--- src/qps_pkg.sv ---
package qps_pkg;

  localparam int POSITION_WIDTH_DEFAULT = 32;
  localparam int MAX_DUTY_DEFAULT = 400;
  localparam int GAIN_DEFAULT = 5;

  localparam int IN_DATA_WIDTH = 8;
  localparam int IN_USER_WIDTH = 2;
  localparam int OUT_DATA_WIDTH = 48;

  localparam int CFG_INDEX_WIDTH = 3;
  localparam int CFG_DATA_WIDTH = 16;
  localparam int TOL_WIDTH = 10;
  localparam int PRESET_WIDTH = 16;
  localparam int NUM_PRESETS = 6;
  localparam int MODE_WIDTH = 3;
  localparam int DUTY_PORT_WIDTH = 9;

  localparam logic [1:0] OP_EDGE_A = 2'd0;
  localparam logic [1:0] OP_EDGE_B = 2'd1;
  localparam logic [1:0] OP_CLEAR = 2'd2;
  localparam logic [1:0] OP_TICK = 2'd3;

  localparam logic [MODE_WIDTH-1:0] STOP_MODE = 3'd6;

  localparam logic [CFG_INDEX_WIDTH-1:0] REG_TOLERANCE = 3'd0;
  localparam logic [CFG_INDEX_WIDTH-1:0] REG_PRE45 = 3'd1;
  localparam logic [CFG_INDEX_WIDTH-1:0] REG_PLACE45 = 3'd2;
  localparam logic [CFG_INDEX_WIDTH-1:0] REG_PRE25 = 3'd3;
  localparam logic [CFG_INDEX_WIDTH-1:0] REG_PLACE25 = 3'd4;
  localparam logic [CFG_INDEX_WIDTH-1:0] REG_PREPLATFORM = 3'd5;
  localparam logic [CFG_INDEX_WIDTH-1:0] REG_BOTTOM = 3'd6;

  localparam logic [TOL_WIDTH-1:0] TOLERANCE_RESET = 10'd20;
  localparam logic signed [PRESET_WIDTH-1:0] PRESET_RESET [NUM_PRESETS] = '{
    -16'sd5300, -16'sd3750, -16'sd4400, -16'sd5375, -16'sd1000, 16'sd0
  };

endpackage

--- src/quadrature_position_servo.sv ---
// Quadrature position servo.
// Input transfers (s_tvalid/s_tready) carry one command each: s_tuser holds
// the operation (edge on A, edge on B, clear position, control tick), s_tdata
// the encoder levels and the target selector. Every input transfer produces
// exactly one result transfer on m_tvalid/m_tready with the position count,
// the drive duty and direction, the active mode and the finished flag.
// The configuration port takes one register write per cycle on cfg_we; it is
// to be written only while no command is in flight.
// The result of a command is registered at the edge that accepts it. The
// throughput is one command per cycle while the receiver takes each result;
// the whole update is done by the logic between the state registers and the
// result register.
// When the receiver stalls, the result register holds its transfer and
// s_tready drops until it is taken; a new command is still accepted in the
// cycle in which the waiting result is taken.
// Reset clears the position and target to zero, stops the drive and loads
// the default tolerance and preset targets; no result is pending after reset.
module quadrature_position_servo #(
  parameter int POSITION_WIDTH = qps_pkg::POSITION_WIDTH_DEFAULT,
  parameter int MAX_DUTY = qps_pkg::MAX_DUTY_DEFAULT,
  parameter int GAIN = qps_pkg::GAIN_DEFAULT
) (
  input  logic clk,
  input  logic rst,
  input  logic s_tvalid,
  output logic s_tready,
  // Fields from bit 0: enc_a, enc_b, target_sel[2:0], zero fill.
  input  logic [qps_pkg::IN_DATA_WIDTH-1:0] s_tdata,
  // Fields from bit 0: op[1:0].
  input  logic [qps_pkg::IN_USER_WIDTH-1:0] s_tuser,
  output logic m_tvalid,
  input  logic m_tready,
  // Fields from bit 0: position[31:0], duty[8:0], clockwise, mode[2:0],
  // finished, zero fill.
  output logic [qps_pkg::OUT_DATA_WIDTH-1:0] m_tdata,
  input  logic cfg_we,
  input  logic [qps_pkg::CFG_INDEX_WIDTH-1:0] cfg_index,
  input  logic [qps_pkg::CFG_DATA_WIDTH-1:0] cfg_data
);
  import qps_pkg::*;

  localparam int ERR_W = POSITION_WIDTH + 1;
  localparam int DW = $clog2(MAX_DUTY + 1);
  localparam int PW_PROD = DW + 8;

  logic [TOL_WIDTH-1:0] tolerance;
  logic signed [PRESET_WIDTH-1:0] preset [NUM_PRESETS];

  logic signed [POSITION_WIDTH-1:0] position;
  logic signed [PRESET_WIDTH-1:0] target;
  logic [MODE_WIDTH-1:0] mode;
  logic [DW-1:0] duty_level;
  logic clockwise;

  logic signed [POSITION_WIDTH-1:0] position_next;
  logic signed [PRESET_WIDTH-1:0] target_next;
  logic [MODE_WIDTH-1:0] mode_next;
  logic [DW-1:0] duty_next;
  logic clockwise_next;

  logic accept;
  logic [1:0] op;
  logic enc_a;
  logic enc_b;
  logic [2:0] target_sel;
  logic preset_tick;

  logic signed [ERR_W-1:0] err;
  logic err_neg;
  logic [ERR_W-1:0] mag;
  logic on_target;
  logic [PW_PROD-1:0] product;
  logic [DW-1:0] duty_drive;

  logic [POSITION_WIDTH+31:0] position_ext;
  logic [DW+DUTY_PORT_WIDTH-1:0] duty_ext;
  logic finished_next;

  assign s_tready = !m_tvalid || m_tready;
  assign accept = s_tvalid && s_tready;

  assign op = s_tuser[1:0];
  assign enc_a = s_tdata[0];
  assign enc_b = s_tdata[1];
  assign target_sel = s_tdata[4:2];
  assign preset_tick = (op == OP_TICK) && (target_sel < 3'(NUM_PRESETS));

  always_comb begin
    unique case (op)
      OP_EDGE_A: position_next = (enc_a == enc_b) ? position - POSITION_WIDTH'(1)
                                                  : position + POSITION_WIDTH'(1);
      OP_EDGE_B: position_next = (enc_a == enc_b) ? position + POSITION_WIDTH'(1)
                                                  : position - POSITION_WIDTH'(1);
      OP_CLEAR:  position_next = '0;
      default:   position_next = position;
    endcase
  end

  assign target_next = preset_tick ? preset[target_sel] : target;

  assign err = ERR_W'(target_next) - ERR_W'(position_next);
  assign err_neg = err[ERR_W-1];
  assign mag = err_neg ? ERR_W'(-err) : ERR_W'(err);
  assign on_target = mag <= ERR_W'(tolerance);

  assign product = PW_PROD'(mag[DW-1:0]) * PW_PROD'(GAIN);

  always_comb begin
    if (mag > ERR_W'(MAX_DUTY)) begin
      duty_drive = DW'(MAX_DUTY);
    end else if (product > PW_PROD'(MAX_DUTY)) begin
      duty_drive = DW'(MAX_DUTY);
    end else begin
      duty_drive = product[DW-1:0];
    end
  end

  always_comb begin
    mode_next = mode;
    duty_next = duty_level;
    clockwise_next = clockwise;
    if (op == OP_TICK) begin
      if (preset_tick) begin
        mode_next = target_sel;
        duty_next = on_target ? '0 : duty_drive;
        clockwise_next = on_target ? 1'b0 : err_neg;
      end else if (target_sel == STOP_MODE) begin
        mode_next = STOP_MODE;
        duty_next = '0;
        clockwise_next = 1'b0;
      end
    end
  end

  assign finished_next = on_target;
  assign position_ext = {32'b0, position_next};
  assign duty_ext = {{DUTY_PORT_WIDTH{1'b0}}, duty_next};

  always_ff @(posedge clk) begin
    if (rst) begin
      tolerance <= TOLERANCE_RESET;
      for (int i = 0; i < NUM_PRESETS; i++) begin
        preset[i] <= PRESET_RESET[i];
      end
    end else if (cfg_we) begin
      unique case (cfg_index)
        REG_TOLERANCE:   tolerance <= cfg_data[TOL_WIDTH-1:0];
        REG_PRE45:       preset[0] <= cfg_data;
        REG_PLACE45:     preset[1] <= cfg_data;
        REG_PRE25:       preset[2] <= cfg_data;
        REG_PLACE25:     preset[3] <= cfg_data;
        REG_PREPLATFORM: preset[4] <= cfg_data;
        REG_BOTTOM:      preset[5] <= cfg_data;
        default: ;
      endcase
    end
  end

  always_ff @(posedge clk) begin
    if (rst) begin
      position <= '0;
      target <= '0;
      mode <= STOP_MODE;
      duty_level <= '0;
      clockwise <= 1'b0;
      m_tvalid <= 1'b0;
    end else if (accept) begin
      position <= position_next;
      target <= target_next;
      mode <= mode_next;
      duty_level <= duty_next;
      clockwise <= clockwise_next;
      m_tvalid <= 1'b1;
    end else if (m_tready) begin
      m_tvalid <= 1'b0;
    end
  end

  always_ff @(posedge clk) begin
    if (accept) begin
      m_tdata <= {2'b0, finished_next, mode_next, clockwise_next,
                  duty_ext[DUTY_PORT_WIDTH-1:0], position_ext[31:0]};
    end
  end

`ifndef NO_ASSERTIONS
  a_stop_idle: assert property (@(posedge clk) disable iff (rst)
    (mode == STOP_MODE) |-> (duty_level == '0 && !clockwise))
    else $error("Drive active while stopped.");

  a_duty_limit: assert property (@(posedge clk) disable iff (rst)
    duty_level <= DW'(MAX_DUTY))
    else $error("Duty above its limit.");

  a_no_overrun: assert property (@(posedge clk) disable iff (rst)
    (m_tvalid && !m_tready) |-> !s_tready)
    else $error("Command taken while a result is stalled.");

  a_clear: assert property (@(posedge clk) disable iff (rst)
    (accept && op == OP_CLEAR) |=> (position == '0 && m_tvalid))
    else $error("Clear did not zero the position.");
`endif

endmodule

--- config.mk ---
export PLATFORM = sky130hd
export DESIGN_NAME = quadrature_position_servo
export DESIGN_NICKNAME = d
export VERILOG_FILES = /design/src/qps_pkg.sv /design/src/quadrature_position_servo.sv
export SDC_FILE = /design/constraint.sdc
export NUM_CORES = 1
export LEC_CHECK = 0
export BUFFER_PORTS_ARGS = -buffer_cell sky130_fd_sc_hd__buf_2
export CAP_MARGIN = 20
export CORE_ASPECT_RATIO = 1.75
export CORE_MARGIN = 10
export CORE_UTILIZATION = 35
export CTS_BUF_LIST = sky130_fd_sc_hd__clkbuf_2
export DETAILED_ROUTE_END_ITERATION = 12
export PLACE_DENSITY = 0.55
export SKIP_LAST_GASP = 1
export SYNTH_ARGS = -nofsm -noshare
export SYNTH_HDL_FRONTEND = slang
export SYNTH_SLANG_ARGS = --single-unit
--- constraint.sdc ---
create_clock -name clk -period 10.1 [get_ports clk]
set_clock_uncertainty 0.1 [all_clocks]
set_input_delay 0.505 -clock clk [delete_from_list [all_inputs] [get_ports clk]]
set_output_delay 0.505 -clock clk [all_outputs]
set_load 0.05 [all_outputs]
# Yosys cells after proc, flatten, opt, wreduce, memory -nomap -nowiden
# Memory sizes are Yosys's and may differ from the RTL's.
# Cells that the tools add are included.
word_totals:
  ram_bits: 96
  memories: 1
  output_inout_bits: 50
  ff_bits: 118
  in_bits: 34
op_classes:
  n_reduce_logical: 8
  eq_ne: 11
  mux: 52
  n_bitwise: 6
  mul: 1
  magnitude_cmp: 4
  n_addsub: 4
mem_list:
  columns: ["memory", "depth", "word_bits", "read_ports", "rd_clocked_by_memory_dff", "write_ports", "line_no", "rtl"]
  rows:
  - ["preset", 6, 16, 1, 0, 6, "quadrature_position_servo.sv:47", "logic signed [PRESET_WIDTH-1:0] preset [NUM_PRESETS];"]
ops:
  columns: ["operator", "n"]
  rows:
  - ["two-way mux 16 bit", 7]
  - ["one-hot mux 32 bit (3 select lines)", 1]
  - ["two-way mux 32 bit", 2]
  - ["two-way mux 9 bit", 6]
  - ["greater-than comparator 33 x 9 -> 1 bit, second input constant", 1]
  - ["less-or-equal comparator 33 x 10 -> 1 bit", 1]
  - ["two-way mux 33 bit", 1]
  - ["negator 33 bit", 1]
  - ["subtractor 16 x 32 -> 33 bit", 1]
  - ["adder 32 x 2 -> 32 bit, second input constant", 1]
  - ["two-way mux 1 bit", 32]
  - ["subtractor 32 x 2 -> 32 bit, second input constant", 1]
  - ["== test 3 bit, second input constant", 4]
  - ["greater-than comparator 12 x 9 -> 1 bit, second input constant", 1]
  - ["multiplier 9 x 3 -> 12 bit, second input constant", 1]
  - ["two-way mux 3 bit", 3]
  - ["== test 3 x 2 -> 1 bit, second input constant", 2]
  - ["bitwise OR 1 bit", 6]
  - ["== test 2 bit, second input constant", 2]
  - ["== test 3 x 1 -> 1 bit, second input constant", 1]
  - ["zero test 3 bit", 1]
  - ["< comparator 3 bit, second input constant", 1]
  - ["== test 2 x 1 -> 1 bit, second input constant", 1]
  - ["logical AND 1 bit", 2]
  - ["6 further kinds", 6]

# Longest topological paths before layout
depth:
  depth_word: 13
  ltp_mapped: 40
  ltp_nobuf: 35

# Worst setup path after synthesis
# OpenSTA, ideal clock, no wires.
synth_timing:
  kind: "input port to flip-flop"
  start: "input port s_tdata[2] (netlist bit)"
  end: "register m_tdata[32] (netlist bit), data pin"
  path_slack_ps: 1917
  path_stages: 32
  arrival_ps: 7938
  t_required_ps: 9855
  path_cell_list: "clkbuf_1 clkbuf_1 clkbuf_1 mux2i_1 o22ai_1 a22o_1 ha_1 clkbuf_1 nand3_1 nor4_1 o21ai_0 nor3_1 or3_1 buf_2 buf_1 nor2_1 xor2_1 ha_1 inv_1 fa_1 inv_1 a21oi_1 o21ai_0 and2_1 nand3_1 o22a_1 o22ai_1 nand2_1 or3_1 or3b_1 or4b_4 o21ai_1"
synth_via:
  word_cells_on_any_way: 18
  classes_between: "add/sub (2); mul (1); order compare (4); eq/ne (1); mux (8); reduce/logical (1); memory (1)"
synth_lines:
  columns: ["element", "line_no", "rtl"]
  rows:
  - ["start, declared", "quadrature_position_servo.sv:28", "input logic [qps_pkg::IN_DATA_WIDTH-1:0] s_tdata,"]
  - ["< comparator 3 bit", "quadrature_position_servo.sv:86", "assign preset_tick = (op == OP_TICK) && (target_sel < 3'(NUM_PRESETS));"]
  - ["logical AND 1 bit", "quadrature_position_servo.sv:86", null]
  - ["two-way mux 16 bit *", "quadrature_position_servo.sv:99", "assign target_next = preset_tick ? preset[target_sel] : target;"]
  - ["net target_next[15]", "quadrature_position_servo.sv:56", "logic signed [PRESET_WIDTH-1:0] target_next;"]
  - ["subtractor 16 x 32 -> 33 bit *", "quadrature_position_servo.sv:101", "assign err = ERR_W'(target_next) - ERR_W'(position_next);"]
  - ["two-way mux 33 bit *", "quadrature_position_servo.sv:103", "assign mag = err_neg ? ERR_W'(-err) : ERR_W'(err);"]
  - ["multiplier 9 x 3 -> 12 bit", "quadrature_position_servo.sv:106", "assign product = PW_PROD'(mag[DW-1:0]) * PW_PROD'(GAIN);"]
  - ["greater-than comparator 12 x 9 -> 1 bit", "quadrature_position_servo.sv:111", "end else if (product > PW_PROD'(MAX_DUTY)) begin"]
  - ["two-way mux 9 bit", "quadrature_position_servo.sv:111", null]
  - ["two-way mux 9 bit", "quadrature_position_servo.sv:109", "if (mag > ERR_W'(MAX_DUTY)) begin"]
  - ["two-way mux 9 bit *", "quadrature_position_servo.sv:125", "duty_next = on_target ? '0 : duty_drive;"]
  - ["two-way mux 9 bit *", "quadrature_position_servo.sv:123", "if (preset_tick) begin"]
  - ["two-way mux 9 bit *", "quadrature_position_servo.sv:122", "if (op == OP_TICK) begin"]
  - ["net duty_next[0]", "quadrature_position_servo.sv:58", "logic [DW-1:0] duty_next;"]
  - ["end signal, assigned", "quadrature_position_servo.sv:181", "m_tdata <= {2'b0, finished_next, mode_next, clockwise_next,"]
  - ["end, declared", "quadrature_position_servo.sv:35", "output logic [qps_pkg::OUT_DATA_WIDTH-1:0] m_tdata,"]
# Mark *: on every way through the listed nets, which the timed path passes. The rest lies on a longest branch.
# A chain may end at the register's enable or synchronous reset.

# Worst setup path in the final report
layout_timing:
  start: "register position[2]"
  end: "register m_tdata[35] (netlist bit), data pin"
layout_via:
  elab_chain_len: 13
  word_cells_on_any_way: 17
  classes_between: "add/sub (4); mul (1); order compare (3); mux (9)"
layout_rtl:
  columns: ["element", "line_no", "rtl"]
  rows:
  - ["start, declared", "quadrature_position_servo.sv:49", "logic signed [POSITION_WIDTH-1:0] position;"]
  - ["start signal, assigned", "quadrature_position_servo.sv:168", "position <= position_next;"]
  - ["subtractor 32 x 2 -> 32 bit or adder 32 x 2 -> 32 bit (tied branches)", null, null]
  - ["two-way mux 32 bit, on equally long branches", "quadrature_position_servo.sv:92, quadrature_position_servo.sv:90", null]
  - ["one-hot mux 32 bit (3 select lines) *", "quadrature_position_servo.sv:89", "unique case (op)"]
  - ["subtractor 16 x 32 -> 33 bit *", "quadrature_position_servo.sv:101", null]
  - ["negator 33 bit", "quadrature_position_servo.sv:103", null]
  - ["two-way mux 33 bit *", "quadrature_position_servo.sv:103", null]
  - ["multiplier 9 x 3 -> 12 bit", "quadrature_position_servo.sv:106", null]
  - ["greater-than comparator 12 x 9 -> 1 bit", "quadrature_position_servo.sv:111", null]
  - ["two-way mux 9 bit", "quadrature_position_servo.sv:111", null]
  - ["two-way mux 9 bit", "quadrature_position_servo.sv:109", null]
  - ["two-way mux 9 bit *", "quadrature_position_servo.sv:125", null]
  - ["two-way mux 9 bit *", "quadrature_position_servo.sv:123", null]
  - ["two-way mux 9 bit *", "quadrature_position_servo.sv:122", null]
  - ["net duty_next[3]", "quadrature_position_servo.sv:58", null]
# Marks and branches as above.

==> impl_metrics.json <==
{
  "status": "complete, no violations",
  "slew_headroom": 0.322,
  "nets": 1759,
  "mostFrequentLayoutCell": "nand2_1",
  "clk_pin_slew_ns": 0.14,
  "hp-class": "primary input to register",
  "rr_worst_depth": 34,
  "cts_setup_buffers": 0,
  "async_reset_ff_frac": 0,
  "arrival_ns": 9.35,
  "ff_latch_area_um2": 5710,
  "cts_resized": 0,
  "synth_cell_types": 89,
  "r2r_end": "m_tdata[35]$_DFFE_PP_",
  "synth_ff_type": "edfxtp_1",
  "cts_max_level": 2,
  "ioPinCount": 84,
  "die_h_um": 286,
  "hpwl_um": 31400,
  "dr.pass1.iters": 5,
  "yosysTopAreaCell": "edfxtp_1",
  "cts_root_buf": "clkbuf_2",
  "worstPathMaxFanout": 10,
  "track_usage": 0.168,
  "syn_area_um2": 14200,
  "avgSynthCellArea_um2": 8.96,
  "cts.path.max_buffers": 3,
  "ys_seq_area_frac": 0.402,
  "fmax_mhz": 115,
  "die_x_um": 172,
  "r2r_start": "position[2]$_SDFFE_PP0P_",
  "antenna_found_initial": 4,
  "power.leakage_nw": 6.19,
  "ys_top_cells_by_area": "edfxtp_1 (30%), dfxtp_1 (10%), ha_1 (4.7%)",
  "routedWlPerCell_um": 18.7,
  "p_switching_w": 0.00143,
  "post-route-min-period_ns": 8.68,
  "hold_end": "target[1]$_SDFFE_PP0P_",
  "port_buffers": 78,
  "period_share": 0.859,
  "overflow": 0,
  "cts_buffers": 53,
  "drive_gt1_frac": 0.139,
  "peakVddDrop_v": 0.000128,
  "drt_iter0_markers": 657,
  "slew_viol_final": 0,
  "setup_viol": 0,
  "drc": 0,
  "wirelength_um": 41400,
  "ant_nets": 0,
  "power_density_nw_per_um2": 207,
  "timing.reg2reg.setup_slack_ns": 1.42,
  "synth_top_area_share": 0.300,
  "initial_core_util": 0.355,
  "worst_ep_required_time_ns": 10.77,
  "min_from": "rst",
  "rows": 97,
  "cp-start-kind": "register",
  "ys_ff_latch": 214,
  "path_class": "register to register",
  "clockPowerShare": 0.198,
  "first_global_vias": 12500,
  "whs_ns": 0.176,
  "clkLatencyLatePin_ns": 0.93,
  "p_sw_frac": 0.436,
  "cp_slowest_cell": "nor3_1",
  "tightest_slew_ns": 1.02,
  "cp-end-kind": "register",
  "totalNegativeSetupSlack_ns": 0,
  "grt_pass1_wl_um": 66700,
  "synth_edf_count": 142,
  "n_fill_cell": 4029,
  "slowest_delay_ns": 0.66,
  "maxCapViolations": 0,
  "vias": 12300,
  "final_cell_mix": "nand2_1 (151), edfxtp_1 (142), nor2_1 (121)",
  "rsz0062_at_grt": "false",
  "final-hold-violation-count": 0,
  "syn_to_final_growth_pct": 11.4,
  "netlist_instances": 1584,
  "internal-power_w": 0.00185,
  "multi_input_area_um2": 7860,
  "yosys_warnings": 0,
  "dieArea_um2": 49300,
  "hold_buffers": 20,
  "hold_depth": 3,
  "vias_per_cell": 5.59,
  "tritoncts": "done",
  "clock-sinks": 214,
  "seqPwrFrac": 0.311,
  "total_power_w": 0.00328,
  "place.gp.congestion": 0.906,
  "core-area_um2": 40100,
  "grt_max_degree": 97,
  "combPwrFrac": 0.491
}
==> cell usage after synthesis, types with 11 or more instances <==
library cell / number
o22ai_1: 20
inv_1: 85
o21ai_0: 82
a21oi_1: 104
o21ai_1: 11
or3_1: 15
nor2_1: 121
nor4_1: 21
dfxtp_1: 72
a21o_1: 24
ha_1: 53
o31ai_1: 19
o211ai_1: 18
a22o_1: 21
clkbuf_1: 71
a22oi_1: 12
mux2i_1: 24
and2_1: 69
nand2_1: 151
and3_1: 18
nor3_1: 41
xnor2_1: 29
nand3_1: 57
a211oi_1: 40
edfxtp_1: 142
nand2b_1: 57
xor2_1: 13
mux4_2: 16
a31oi_1: 11
nand4_1: 16
==> kinds of logic after synthesis <==
kind of cell | Yosys count | share of synthesized area
xor+xnor | 43 | 0.0275
compound gates | 440 | 0.207
mux | 44 | 0.0455
flops | 214 | 0.402
buf+inv | 176 | 0.0483
fa+ha+maj | 55 | 0.0495
simple gates | 611 | 0.220
other cells | 1 | 0.000264
==> final cells by class <==
class,instances,area share
flip-flops and latches,214,0.361
clock inverters,28,0.0123
clock buffers,71,0.0225
diodes,1,0.000158
repair buffers,120,0.0478
well taps,495,0.0391
inverters,86,0.0206
multi-input cells,1195,0.497
==> worst max-delay path by stage <==
stage	startpoint	endpoint	slack, ns	depth (start not counted)
after detailed placement	s_tuser[0]	m_tdata[35]$_DFFE_PP_	1.12	35
final	position[2]$_SDFFE_PP0P_	m_tdata[35]$_DFFE_PP_	1.42	34
after global routing	position[2]$_SDFFE_PP0P_	m_tdata[37]$_DFFE_PP_	0.69	34
after global placement	s_tuser[0]	m_tdata[35]$_DFFE_PP_	1.21	36
after floorplan	s_tdata[2]	m_tdata[32]$_DFFE_PP_	1.92	32
after CTS	position[2]$_SDFFE_PP0P_	m_tdata[35]$_DFFE_PP_	1.43	35
==> through the flow <==
step | util | std cells | setup WS, ns | cell area, um2
3_5_place_dp | 0.376 | 2088 | 1.12 | 15100
4_1_cts | 0.395 | 2207 | 1.43 | 15800
2_1_floorplan | - | 1585 | 1.92 | 14200
6_report | 0.395 | 2210 | 1.42 | 15800
5_1_grt | 0.395 | 2210 | 0.688 | 15800
3_3_place_gp | 0.376 | 2088 | 1.21 | 15100
==> state kept, by name, indices dropped and copies added (netlist names) <==
signal,flops
tolerance,10
target,16
clockwise,1
mode,3
m_tdata,46
duty_level,9
m_tvalid,1
position,32
preset,96
==> per-layer routing <==
| layer | routed length (um) | GRT usage | up-vias |
|---|---|---|---|
| met3 | 1590 | 0.0238 | 110 |
| met5 | 29 | 0 | - |
| met1 | 14700 | 0.168 | 5815 |
| met4 | 2040 | 0.0854 | 4 |
| met2 | 23000 | 0.324 | 344 |
| li1 | - | - | 6074 |
==> power by group through the flow <==
stage               Clock [W]  Sequential [W]  Combinational [W]
CTS                  0.000685         0.00102            0.00160
finish               0.000651         0.00102            0.00161
floorplan                   0         0.00108            0.00116
global placement            0         0.00104            0.00158
global route         0.000727         0.00103            0.00178
detailed placement          0         0.00104            0.00159
==> critical path, delay by kind of cell (launching register included) <==
family	cells	cell delay (ns)
flops	1	0.49
compound gates	11	2.22
fa+ha+maj	4	1.19
simple gates	16	4.01
buf+inv	2	0.13
xor+xnor	1	0.39
Note: power is estimated with default switching activity, not from simulation.
